`src/design/stbs_pkg.sv`:
```
// Shared constants and types for the sorted table binary search block.
// Used by the channel interfaces, the search engine and the top level.
package stbs_pkg;

	// Table geometry.
	localparam int TABLE_DEPTH = 256;
	localparam int ADDR_W      = $clog2(TABLE_DEPTH);
	// Search bounds run from -1 up to the count, so they need a sign bit and one spare bit.
	localparam int BOUND_W     = ADDR_W + 2;

	// Fixed field widths.
	localparam int KEY_W = 32;
	localparam int POS_W = 8;
	localparam int CNT_W = 9;

	// Command codes.
	localparam logic CMD_WRITE  = 1'b0;
	localparam logic CMD_LOOKUP = 1'b1;

	// Access request from the engine to the key memory.
	typedef struct packed {
		logic              we;
		logic [ADDR_W-1:0] addr;
		logic [KEY_W-1:0]  wdata;
	} ram_req_t;

endpackage

```
`src/design/stbs_if.sv`:
```
// Valid/ready channel interfaces for command beats and result beats.
// Depends on stbs_pkg for the field widths.
interface stbs_in_if;
	logic                      valid;
	logic                      ready;
	logic                      command;
	logic [stbs_pkg::POS_W-1:0] position;
	logic [stbs_pkg::KEY_W-1:0] key;

	modport source (output valid, output command, output position, output key, input ready);
	modport sink   (input valid, input command, input position, input key, output ready);
endinterface

interface stbs_out_if;
	logic                      valid;
	logic                      ready;
	logic                      found;
	logic [stbs_pkg::POS_W-1:0] match_position;

	modport source (output valid, output found, output match_position, input ready);
	modport sink   (input valid, input found, input match_position, output ready);
endinterface

```
`src/design/stbs_engine.sv`:
```
// Search sequencer: takes command beats, drives the key memory one probe per cycle
// and holds the result beat in an output register. Depends on stbs_pkg and stbs_if.
module stbs_engine (
	input  logic                          clk,
	input  logic                          arst_n,
	input  logic [stbs_pkg::BOUND_W-1:0]  count,
	stbs_in_if.sink                       in_ch,
	stbs_out_if.source                    out_ch,
	output stbs_pkg::ram_req_t            ram_req,
	input  logic [stbs_pkg::KEY_W-1:0]    ram_rdata
);

	localparam int BW = stbs_pkg::BOUND_W;
	localparam int AW = stbs_pkg::ADDR_W;
	localparam int PW = stbs_pkg::POS_W;

	typedef enum logic [1:0] {
		ST_IDLE,
		ST_SEARCH,
		ST_RESP
	} state_t;

	state_t                    state_q;
	logic signed [BW-1:0]      lo_q;
	logic signed [BW-1:0]      hi_q;
	logic [AW-1:0]             mid_q;
	logic [stbs_pkg::KEY_W-1:0] key_q;
	logic                      res_found_q;
	logic [PW-1:0]             res_pos_q;
	logic                      out_valid_q;
	logic                      out_found_q;
	logic [PW-1:0]             out_pos_q;

	logic                      accept;
	logic                      is_lookup;
	logic                      is_write;
	logic signed [BW-1:0]      hi_init;
	logic [BW-1:0]             hi_init_u;
	logic [AW-1:0]             mid_init;
	logic signed [BW-1:0]      mid_ext;
	logic                      hit;
	logic                      less;
	logic signed [BW-1:0]      nlo;
	logic signed [BW-1:0]      nhi;
	logic [BW-1:0]             nsum;
	logic [AW-1:0]             nmid;
	logic                      go_on;
	logic                      fin_valid;
	logic                      fin_found;
	logic [PW-1:0]             fin_pos;
	logic                      slot_free;

	// Input handshake: one item at a time.
	assign in_ch.ready = (state_q == ST_IDLE);
	assign accept      = in_ch.valid && in_ch.ready;
	assign is_lookup   = accept && (in_ch.command == stbs_pkg::CMD_LOOKUP);
	assign is_write    = accept && (in_ch.command == stbs_pkg::CMD_WRITE)
		&& ({{(32 - PW){1'b0}}, in_ch.position} < 32'(stbs_pkg::TABLE_DEPTH));

	// Initial bounds of a lookup: low is zero, high is count minus one.
	assign hi_init   = $signed(count - BW'(1));
	assign hi_init_u = hi_init;
	assign mid_init  = AW'(hi_init_u >> 1);

	// One probe: compare the entry read at mid and narrow the bounds.
	assign mid_ext = BW'(mid_q);
	assign hit     = (ram_rdata == key_q);
	assign less    = ($signed(ram_rdata) < $signed(key_q));
	assign nlo     = less ? (mid_ext + BW'(1)) : lo_q;
	assign nhi     = less ? hi_q : (mid_ext - BW'(1));
	assign nsum    = nlo + nhi;
	assign nmid    = AW'(nsum >> 1);
	assign go_on   = !hit && (nlo <= nhi);

	// A result is ready when a lookup of an empty table arrives or a probe ends the search.
	always_comb begin
		fin_valid = 1'b0;
		fin_found = 1'b0;
		fin_pos   = '0;
		case (state_q)
			ST_IDLE: begin
				fin_valid = is_lookup && hi_init[BW-1];
			end
			ST_SEARCH: begin
				fin_valid = !go_on;
				fin_found = hit;
				fin_pos   = hit ? PW'(mid_q) : '0;
			end
			default: begin
				fin_valid = 1'b0;
			end
		endcase
	end

	assign slot_free = !out_valid_q || out_ch.ready;

	// Memory request: write on a write beat, otherwise read the next probe.
	always_comb begin
		ram_req.we    = is_write;
		ram_req.wdata = in_ch.key;
		ram_req.addr  = mid_q;
		case (state_q)
			ST_IDLE: begin
				ram_req.addr = is_write ? AW'(in_ch.position) : mid_init;
			end
			ST_SEARCH: begin
				ram_req.addr = nmid;
			end
			default: begin
				ram_req.addr = mid_q;
			end
		endcase
	end

	// Sequencer state, bounds and the output register.
	always_ff @(posedge clk or negedge arst_n) begin
		if (!arst_n) begin
			state_q     <= ST_IDLE;
			out_valid_q <= 1'b0;
		end else begin
			if (out_valid_q && out_ch.ready) begin
				out_valid_q <= 1'b0;
			end
			case (state_q)
				ST_IDLE: begin
					if (is_lookup) begin
						key_q <= in_ch.key;
						lo_q  <= '0;
						hi_q  <= hi_init;
						mid_q <= mid_init;
						if (!hi_init[BW-1]) begin
							state_q <= ST_SEARCH;
						end
					end
				end
				ST_SEARCH: begin
					lo_q  <= nlo;
					hi_q  <= nhi;
					mid_q <= nmid;
				end
				ST_RESP: begin
					if (slot_free) begin
						out_valid_q <= 1'b1;
						out_found_q <= res_found_q;
						out_pos_q   <= res_pos_q;
						state_q     <= ST_IDLE;
					end
				end
				default: begin
					state_q <= ST_IDLE;
				end
			endcase
			// Hand a finished result to the output register, or park it.
			if (fin_valid) begin
				if (slot_free) begin
					out_valid_q <= 1'b1;
					out_found_q <= fin_found;
					out_pos_q   <= fin_pos;
					state_q     <= ST_IDLE;
				end else begin
					res_found_q <= fin_found;
					res_pos_q   <= fin_pos;
					state_q     <= ST_RESP;
				end
			end
		end
	end

	assign out_ch.valid          = out_valid_q;
	assign out_ch.found          = out_found_q;
	assign out_ch.match_position = out_pos_q;

endmodule

```
`src/flat_wrapper.sv`:
```
// flat-port wrapper written by rule: the top's interface ports become plain ports
module stbs_engine_flat 
  (clk, arst_n, count, ram_req, ram_rdata, in_ch_valid, in_ch_command, in_ch_position, in_ch_key, in_ch_ready, out_ch_valid, out_ch_found, out_ch_match_position, out_ch_ready);
  stbs_in_if in_ch_i ();
  stbs_out_if out_ch_i ();
  input  logic clk;
  input  logic arst_n;
  input  logic [stbs_pkg::BOUND_W-1:0] count;
  output stbs_pkg::ram_req_t ram_req;
  input  logic [stbs_pkg::KEY_W-1:0] ram_rdata;
  input wire logic [$bits(in_ch_i.valid)-1:0] in_ch_valid;
  input wire logic [$bits(in_ch_i.command)-1:0] in_ch_command;
  input wire logic [$bits(in_ch_i.position)-1:0] in_ch_position;
  input wire logic [$bits(in_ch_i.key)-1:0] in_ch_key;
  output wire logic [$bits(in_ch_i.ready)-1:0] in_ch_ready;
  output wire logic [$bits(out_ch_i.valid)-1:0] out_ch_valid;
  output wire logic [$bits(out_ch_i.found)-1:0] out_ch_found;
  output wire logic [$bits(out_ch_i.match_position)-1:0] out_ch_match_position;
  input wire logic [$bits(out_ch_i.ready)-1:0] out_ch_ready;
  assign in_ch_i.valid = in_ch_valid;
  assign in_ch_i.command = in_ch_command;
  assign in_ch_i.position = in_ch_position;
  assign in_ch_i.key = in_ch_key;
  assign in_ch_ready = in_ch_i.ready;
  assign out_ch_valid = out_ch_i.valid;
  assign out_ch_found = out_ch_i.found;
  assign out_ch_match_position = out_ch_i.match_position;
  assign out_ch_i.ready = out_ch_ready;
  stbs_engine u_core (.clk(clk), .arst_n(arst_n), .count(count), .in_ch(in_ch_i), .out_ch(out_ch_i), .ram_req(ram_req), .ram_rdata(ram_rdata));
endmodule
```
`config.mk`:
```
export PLATFORM = sky130hd
export DESIGN_NAME = stbs_engine_flat
export DESIGN_NICKNAME = d
export VERILOG_FILES = /design/src/design/stbs_pkg.sv /design/src/design/stbs_if.sv /design/src/design/stbs_engine.sv /design/src/flat_wrapper.sv
export SDC_FILE = /design/constraint.sdc
export NUM_CORES = 1
export LEC_CHECK = 0
export ABC_AREA = 1
export BUFFER_PORTS_ARGS = -buffer_cell sky130_fd_sc_hd__buf_2
export CORE_ASPECT_RATIO = 0.5
export CORE_MARGIN = 2
export CORE_UTILIZATION = 40
export DETAILED_ROUTE_END_ITERATION = 12
export REMOVE_ABC_BUFFERS = 1
export SYNTH_ARGS = -nofsm -noshare
export SYNTH_HDL_FRONTEND = slang
export SYNTH_SLANG_ARGS = --single-unit
```
`constraint.sdc`:
```
create_clock -name clk -period 6.95 [get_ports clk]
set_input_delay 0.695 -clock clk [delete_from_list [all_inputs] [get_ports clk]]
set_output_delay 0.695 -clock clk [all_outputs]
set_load 0.005 [all_outputs]
```
==> impl_metrics.py, run 1 <==
metrics = {
    "status": {
        "status": "complete, no violations",
    },
    "hold_path": {
        "hold_class": "in2async",
    },
    "grt": {
        "overflow": 0,
        "grt_max_degree": 37,
        "grt_util_all_layers_pct": 19.1,
        "antenna_found_initial": 0,
        "grt_pass1_vias": 4513,
        "grt_pass1_wl_um": 22800,
    },
    "place": {
        "place_congestion": 0.948,
        "dp.cells": 959,
        "hpwl_um": 11400,
        "io_buffers": 138,
    },
    "routing": {
        "ant_nets": 0,
        "vias": 4837,
        "drtIter0Drc": 259,
        "routedWlPerCell_um": 14.7,
        "drcViolationCount": 0,
        "wirelength_um": 14400,
        "drt-vias-per-instance": 4.96,
        "first_pass_iters": 4,
    },
    "layout": {
        "syn2layout_area_growth_pct": 16.6,
        "nets": 912,
        "final_common_cell": "buf_2",
        "final_cell_mix": "buf_2 (138), nand2_1 (128), inv_1 (100), edfxtp_1 (78)",
        "nFillCells": 1423,
        "n_antenna_cell": 0,
        "drive_gt1_share_pct": 25.1,
        "layout.cells.non_filler": 975,
    },
    "synth": {
        "synth_area_leaders": "edfxtp_1 (40%), ha_1 (11%), nand2_1 (8.3%)",
        "post_synth_inst_count": 665,
        "synth-edff-count": 78,
        "synth_ff_type": "edfxtp_1",
        "yosys_register_bits": 81,
        "synthArstFlopShare_pct": 3.70,
        "synth_area_um2": 5790,
        "synth_cell_types": 41,
        "yosysTopAreaCell": "edfxtp_1",
        "synth.avg_cell_area_um2": 8.70,
        "ys_seq_area_share_pct": 41.8,
        "synth_warnings": 0,
        "synth_top_area_share_pct": 40.5,
    },
    "clock_tree": {
        "cts_buffers": 9,
        "root_buffer": "clkbuf_16",
        "cts_hold_buf": 0,
        "cts_max_level": 3,
        "clkTransAtPathRegs_ns": 0.06,
        "clk_latency_ns": 0.34,
        "ctsResizeCount": 0,
        "cts_buffer_depth": 2,
        "post_cts_buffers": 0,
        "cts_sinks": 81,
        "cts_tree": "yes",
    },
    "timing": {
        "fin_setup_tns_ns": 0,
        "slew_violations": 0,
        "setup_violations": 0,
        "maxSlewHeadroom_pct": 22.2,
        "rsz0062_at_grt": "false",
        "max_clock_freq_mhz": 191,
        "fin_skew_ns": 0.00441,
        "hold_violations": 0,
        "worst_pin_slew_ns": 1.17,
        "fin_crit_ns": 5.25,
        "min_period_over_period_pct": 75.5,
    },
    "power_and_ir_drop": {
        "p_per_area_nw_per_um2": 383,
        "power_frac_seq_pct": 31.5,
        "p_leak_nw": 3.26,
        "power_frac_comb_pct": 50.4,
        "ir_drop_mv": 0.137,
        "p_clk_share_pct": 18.1,
        "p_sw_w": 0.00112,
        "internal_power_w": 0.00146,
        "swShare_pct": 43.5,
    },
    "floorplanning": {
        "die_area_um2": 15500,
        "die_w_um": 174,
        "core_um2": 14300,
        "start_util_pct": 40.4,
        "dieHeight_um": 89.0,
        "rows": 31,
        "ios": 139,
    },
    "setup_path": {
        "crit_path_start_kind": "primary input",
        "crit_fanout": 13,
        "worstPathArrival_ns": 4.55,
        "worstSetupPathType": "in2out",
        "cp.required_ns": 6.25,
        "critPathCaptureType": "output pin",
    },
    "job": {
        "maxCapViolCount": 0,
    },
}
-- flip-flops by register name, summed over array words and instances (netlist names) --
register / cells
u_core.lo_q: 10
u_core.out_ch.match_position: 8
u_core.out_ch.valid: 1
u_core.hi_q: 10
u_core.mid_q: 8
u_core.res_found_q: 1
u_core.key_q: 32
u_core.out_ch.found: 1
u_core.state_q: 2
u_core.res_pos_q: 8
-- Yosys cell counts (2+ instances only) --
library cell and instances:
nand2_1 128, inv_1 100, edfxtp_1 78, ha_1 52, nor2_1 52, o21ai_0 39
buf_4 33, nand3_1 29, a21oi_1 24, xor2_1 16, clkbuf_1 12, nor3_1 11
mux2i_1 9, o21ai_2 9, or2_2 9, nand2_2 8, o41ai_1 8, nand4_1 7
o211ai_1 5, nand3_2 4, o31ai_1 4, dfrtp_1 3, nand2_4 3, clkinv_1 2
nand3b_1 2, o21a_1 2, xnor2_1 2
-- worst max-delay path, cell delays in order --
cell and delay [ns]:
buf_2 0.10, ha_1 0.37, nand2_1 0.10, inv_1 0.04, nor2_1 0.08, o21a_1 0.12
nand2_1 0.06, a21oi_2 0.22, nand2_2 0.12, nand2_1 0.10, nand2_1 0.29, or2_2 0.39
o21ai_0 0.13, inv_1 0.11, ha_1 0.39, o31ai_1 0.35, inv_1 0.10, nor2_1 0.13
o21ai_0 0.09, nand2_1 0.09, a21oi_1 0.06, o21ai_0 0.16, nand3_1 0.12, buf_2 0.15
-- routing by layer --
| layer | GRT usage [%] | vias to the layer above | part of all wire [%] |
|---|---|---|---|
| met5 | 0 | - | 0 |
| met4 | 4.51 | 0 | 1.3 |
| met3 | 4.55 | 17 | 5.5 |
| met2 | 32.6 | 134 | 46 |
| met1 | 25.0 | 2284 | 47 |
| li1 | - | 2402 | - |
-- power by group through the flow --
stage | sequential, W | combinational, W | clock (W)
floorplan | 0.000792 | 0.000855 | 0
global route | 0.000828 | 0.00148 | 0.000501
detailed placement | 0.000822 | 0.00129 | 0
CTS | 0.000813 | 0.00130 | 0.000479
finish | 0.000813 | 0.00130 | 0.000469
global placement | 0.000819 | 0.00128 | 0
-- metrics by stage --
step           utilization (%)  setup slack, ns  total power (W)  hold slack [ns]  cell area (µm²)
2_1_floorplan                -             2.48          0.00165            0.399             5470
3_3_place_gp              45.1             1.79          0.00210            0.599             6460
3_5_place_dp              45.1             1.66          0.00211            0.601             6460
4_1_cts                   47.1             1.70          0.00259            0.244             6750
5_1_grt                   47.1             1.29          0.00281            0.246             6750
6_report                  47.1             1.70          0.00258            0.244             6750
-- worst paths after layout --
kind,slack [ns],to,cells after the start,startpoint
worst max-delay path,1.70,ram_req[36],24,ram_rdata[31]
worst max register to register,2.12,u_core.res_pos_q[3],22,u_core.key_q[31]
min in group clk,0.54,u_core.key_q[17],1,in_ch_key[17]
worst min-delay path,0.24,u_core.state_q[1],1,arst_n
worst min register to register,0.62,u_core.out_ch.found,2,u_core.res_found_q
max in group asynchronous,6.47,u_core.state_q[0],1,arst_n
-- area by class of cell --
type / instances / area [µm²] / share of cell area (%)
Tap cell: 198 / 248 / 3.67
Timing Repair Buffer: 143 / 728 / 10.8
Inverter: 102 / 383 / 5.68
Sequential cell: 81 / 2420 / 35.8
Clock inverter: 5 / 56.3 / 0.835
Clock buffer: 11 / 233 / 3.45
Multi-Input combinational cell: 435 / 2680 / 39.7
-- kinds of logic (layout without fill, tap and decap cells) --
kind of cell | Yosys count | count (layout) | share of synthesized area [%]
AND/OR/NAND/NOR | 258 | 258 | 20.0
buffers and inverters | 149 | 261 | 12.0
flip-flops | 81 | 81 | 41.8
XOR/XNOR | 18 | 18 | 2.72
multiplexers | 9 | 9 | 1.56
AO/OA/AOI/OAI | 97 | 97 | 10.3
adder cells (fa/ha/maj) | 53 | 53 | 11.6
Power figures use the tool's default switching activity.
==> inputs of run 2 (changes only) <==
Clock period 6.95 ns to 5.4 ns, I/O delays scaled along.
==> run 2 against run 1 <==
Effect of this change:
- wire length shrank 1.8%
- via count shrank 1.0%
- register-to-register slack lost 1.1 ns
- power grew 31%
- non-clock buffer count grew 2
- worst hold slack lost 0.15 ns
- sequential cell count is the same
- largest cell class unchanged
- sequential share of layout area shrank 0.22 points
- clock skew grew 0.0025 ns
- count of clock-buffer cells in the layout is the same
- setup slack lost 1.2 ns
- sequential power grew 28%
==> impl_metrics.py, run 2 (same netlist as run 1, synthesis figures left out) <==
metrics = {
    "status": {
        "status": "complete, no violations",
    },
    "layout": {
        "drive_gt1_share_pct": 25.4,
        "top_regs": "u_core.key_q x32, u_core.hi_q x10, u_core.lo_q x10",
        "nets": 914,
        "largest_reg_flops": 32,
        "syn2layout_area_growth_pct": 17.3,
        "final_cell_mix": "buf_2 (138), nand2_1 (127), inv_1 (100), edfxtp_1 (78)",
        "largest-register": "u_core.key_q",
        "post-route-util_pct": 47.4,
        "n_antenna_cell": 0,
        "final_common_cell": "buf_2",
    },
    "setup_path": {
        "crit_path_start_kind": "register",
        "critPathCaptureType": "output pin",
        "worstSetupPathType": "reg2out",
        "ff2ff_setup_slack_ns": 1.01,
        "crit_fanout": 13,
        "cp.required_ns": 4.86,
        "reg2reg_from": "u_core.key_q[31]",
        "setup.worst_path.start": "u_core.key_q[31]",
        "worstPathArrival_ns": 4.36,
    },
    "power_and_ir_drop": {
        "power.total_w": 0.00338,
        "p_leak_nw": 3.28,
        "p_per_area_nw_per_um2": 497,
        "ir_drop_mv": 0.206,
    },
    "routing": {
        "drt-vias-per-instance": 4.90,
        "drcViolationCount": 0,
        "ant_nets": 0,
        "wirelength_um": 14100,
        "vias": 4787,
        "drtIter0Drc": 365,
        "routedWlPerCell_um": 14.4,
        "first_pass_iters": 4,
    },
    "timing": {
        "rsz0062_at_grt": "false",
        "maxSlewHeadroom_pct": 24.3,
        "max_clock_freq_mhz": 204,
        "fin_crit_ns": 4.90,
        "worst_pin_slew_ns": 1.13,
        "hold_violations": 0,
        "fin_skew_ns": 0.00692,
        "min_period_over_period_pct": 90.8,
        "finalWorstSetupSlack_ns": 0.498,
        "fin_setup_tns_ns": 0,
        "slew_violations": 0,
        "setup_violations": 0,
    },
    "place": {
        "dp_slack_ns": 0.489,
        "io_buffers": 138,
        "hpwl_um": 10900,
        "place_congestion": 0.943,
    },
    "grt": {
        "grt_pass1_wl_um": 22100,
        "antenna_found_initial": 0,
        "overflow": 0,
        "grt_util_all_layers_pct": 18.4,
        "grt_pass1_vias": 4354,
        "grt_max_degree": 37,
    },
    "clock_tree": {
        "clkTransAtPathRegs_ns": 0.06,
        "cts_buffers": 9,
        "clk_latency_ns": 0.34,
        "cts_tree": "yes",
        "cts_buffer_depth": 2,
        "cts_hold_buf": 0,
        "root_buffer": "clkbuf_16",
        "cts_sinks": 81,
        "ctsResizeCount": 0,
        "post_cts_buffers": 0,
        "cts_max_level": 3,
    },
    "floorplanning": {
        "rows": 31,
        "ios": 139,
        "dieHeight_um": 89.0,
        "core_um2": 14300,
        "start_util_pct": 40.4,
        "die_area_um2": 15500,
        "die_w_um": 174,
    },
    "job": {
        "maxCapViolCount": 0,
    },
    "hold_path": {
        "hold_class": "in2async",
    },
}
==> run 2: worst paths after layout <==
check	depth (start not counted)	end
max in group asynchronous	1	u_core.state_q[0]
worst max register to register	24	u_core.res_found_q
worst min-delay path	1	u_core.state_q[1]
worst min register to register	2	u_core.out_ch.match_position[5]
min in group clk	1	u_core.key_q[17]
worst max-delay path	23	ram_req[36]
==> run 2: layer usage <==
metal | vias up | track usage [%] | share of wire, %
met3 | 13 | 4.08 | 6.6
met5 | - | 0 | 0
met1 | 2210 | 25.0 | 48
met2 | 156 | 30.8 | 45
met4 | 0 | 3.97 | 0.86
li1 | 2408 | - | -
==> run 2: through the flow <==
step	area [µm²]	hold WS [ns]	cells
floorplan	5470	0.244	618
global placement	6470	0.453	961
detailed placement	6470	0.461	961
CTS	6780	0.0925	977
global route	6790	0.104	977
finish	6790	0.0921	977
==> run 2: critical path: stages, from the launching register on <==
cell	delay, ns
edfxtp_1	0.33
inv_1	0.05
ha_1	0.39
nand2_1	0.13
nor2_2	0.15
nand2_2	0.09
nor3_4	0.20
nand2_2	0.12
nand3_1	0.12
nand2_2	0.19
or2_2	0.33
o21ai_0	0.22
inv_1	0.15
ha_1	0.33
inv_1	0.05
o31ai_1	0.27
inv_1	0.10
nor2_1	0.14
o21ai_0	0.10
nand2_1	0.09
a21oi_1	0.06
o21ai_0	0.17
nand3_1	0.12
buf_2	0.15
==> run 2: final cells by class <==
cell class              instances  area [µm²]
clock inverters                 5        80.1
fillers                      1364        7530
repair buffers                145         743
multi-input cells             435        2680
inverters                     102         383
clock buffers                  11         233
flip-flops and latches         81        2420
well taps                     198         248
==> run 2: power breakdown <==
part	total, W	internal (W)	switching [W]
logic	0.00169	0.000601	0.00109
clock network	0.000646	0.000404	0.000242
registers	0.00104	0.000929	0.000111
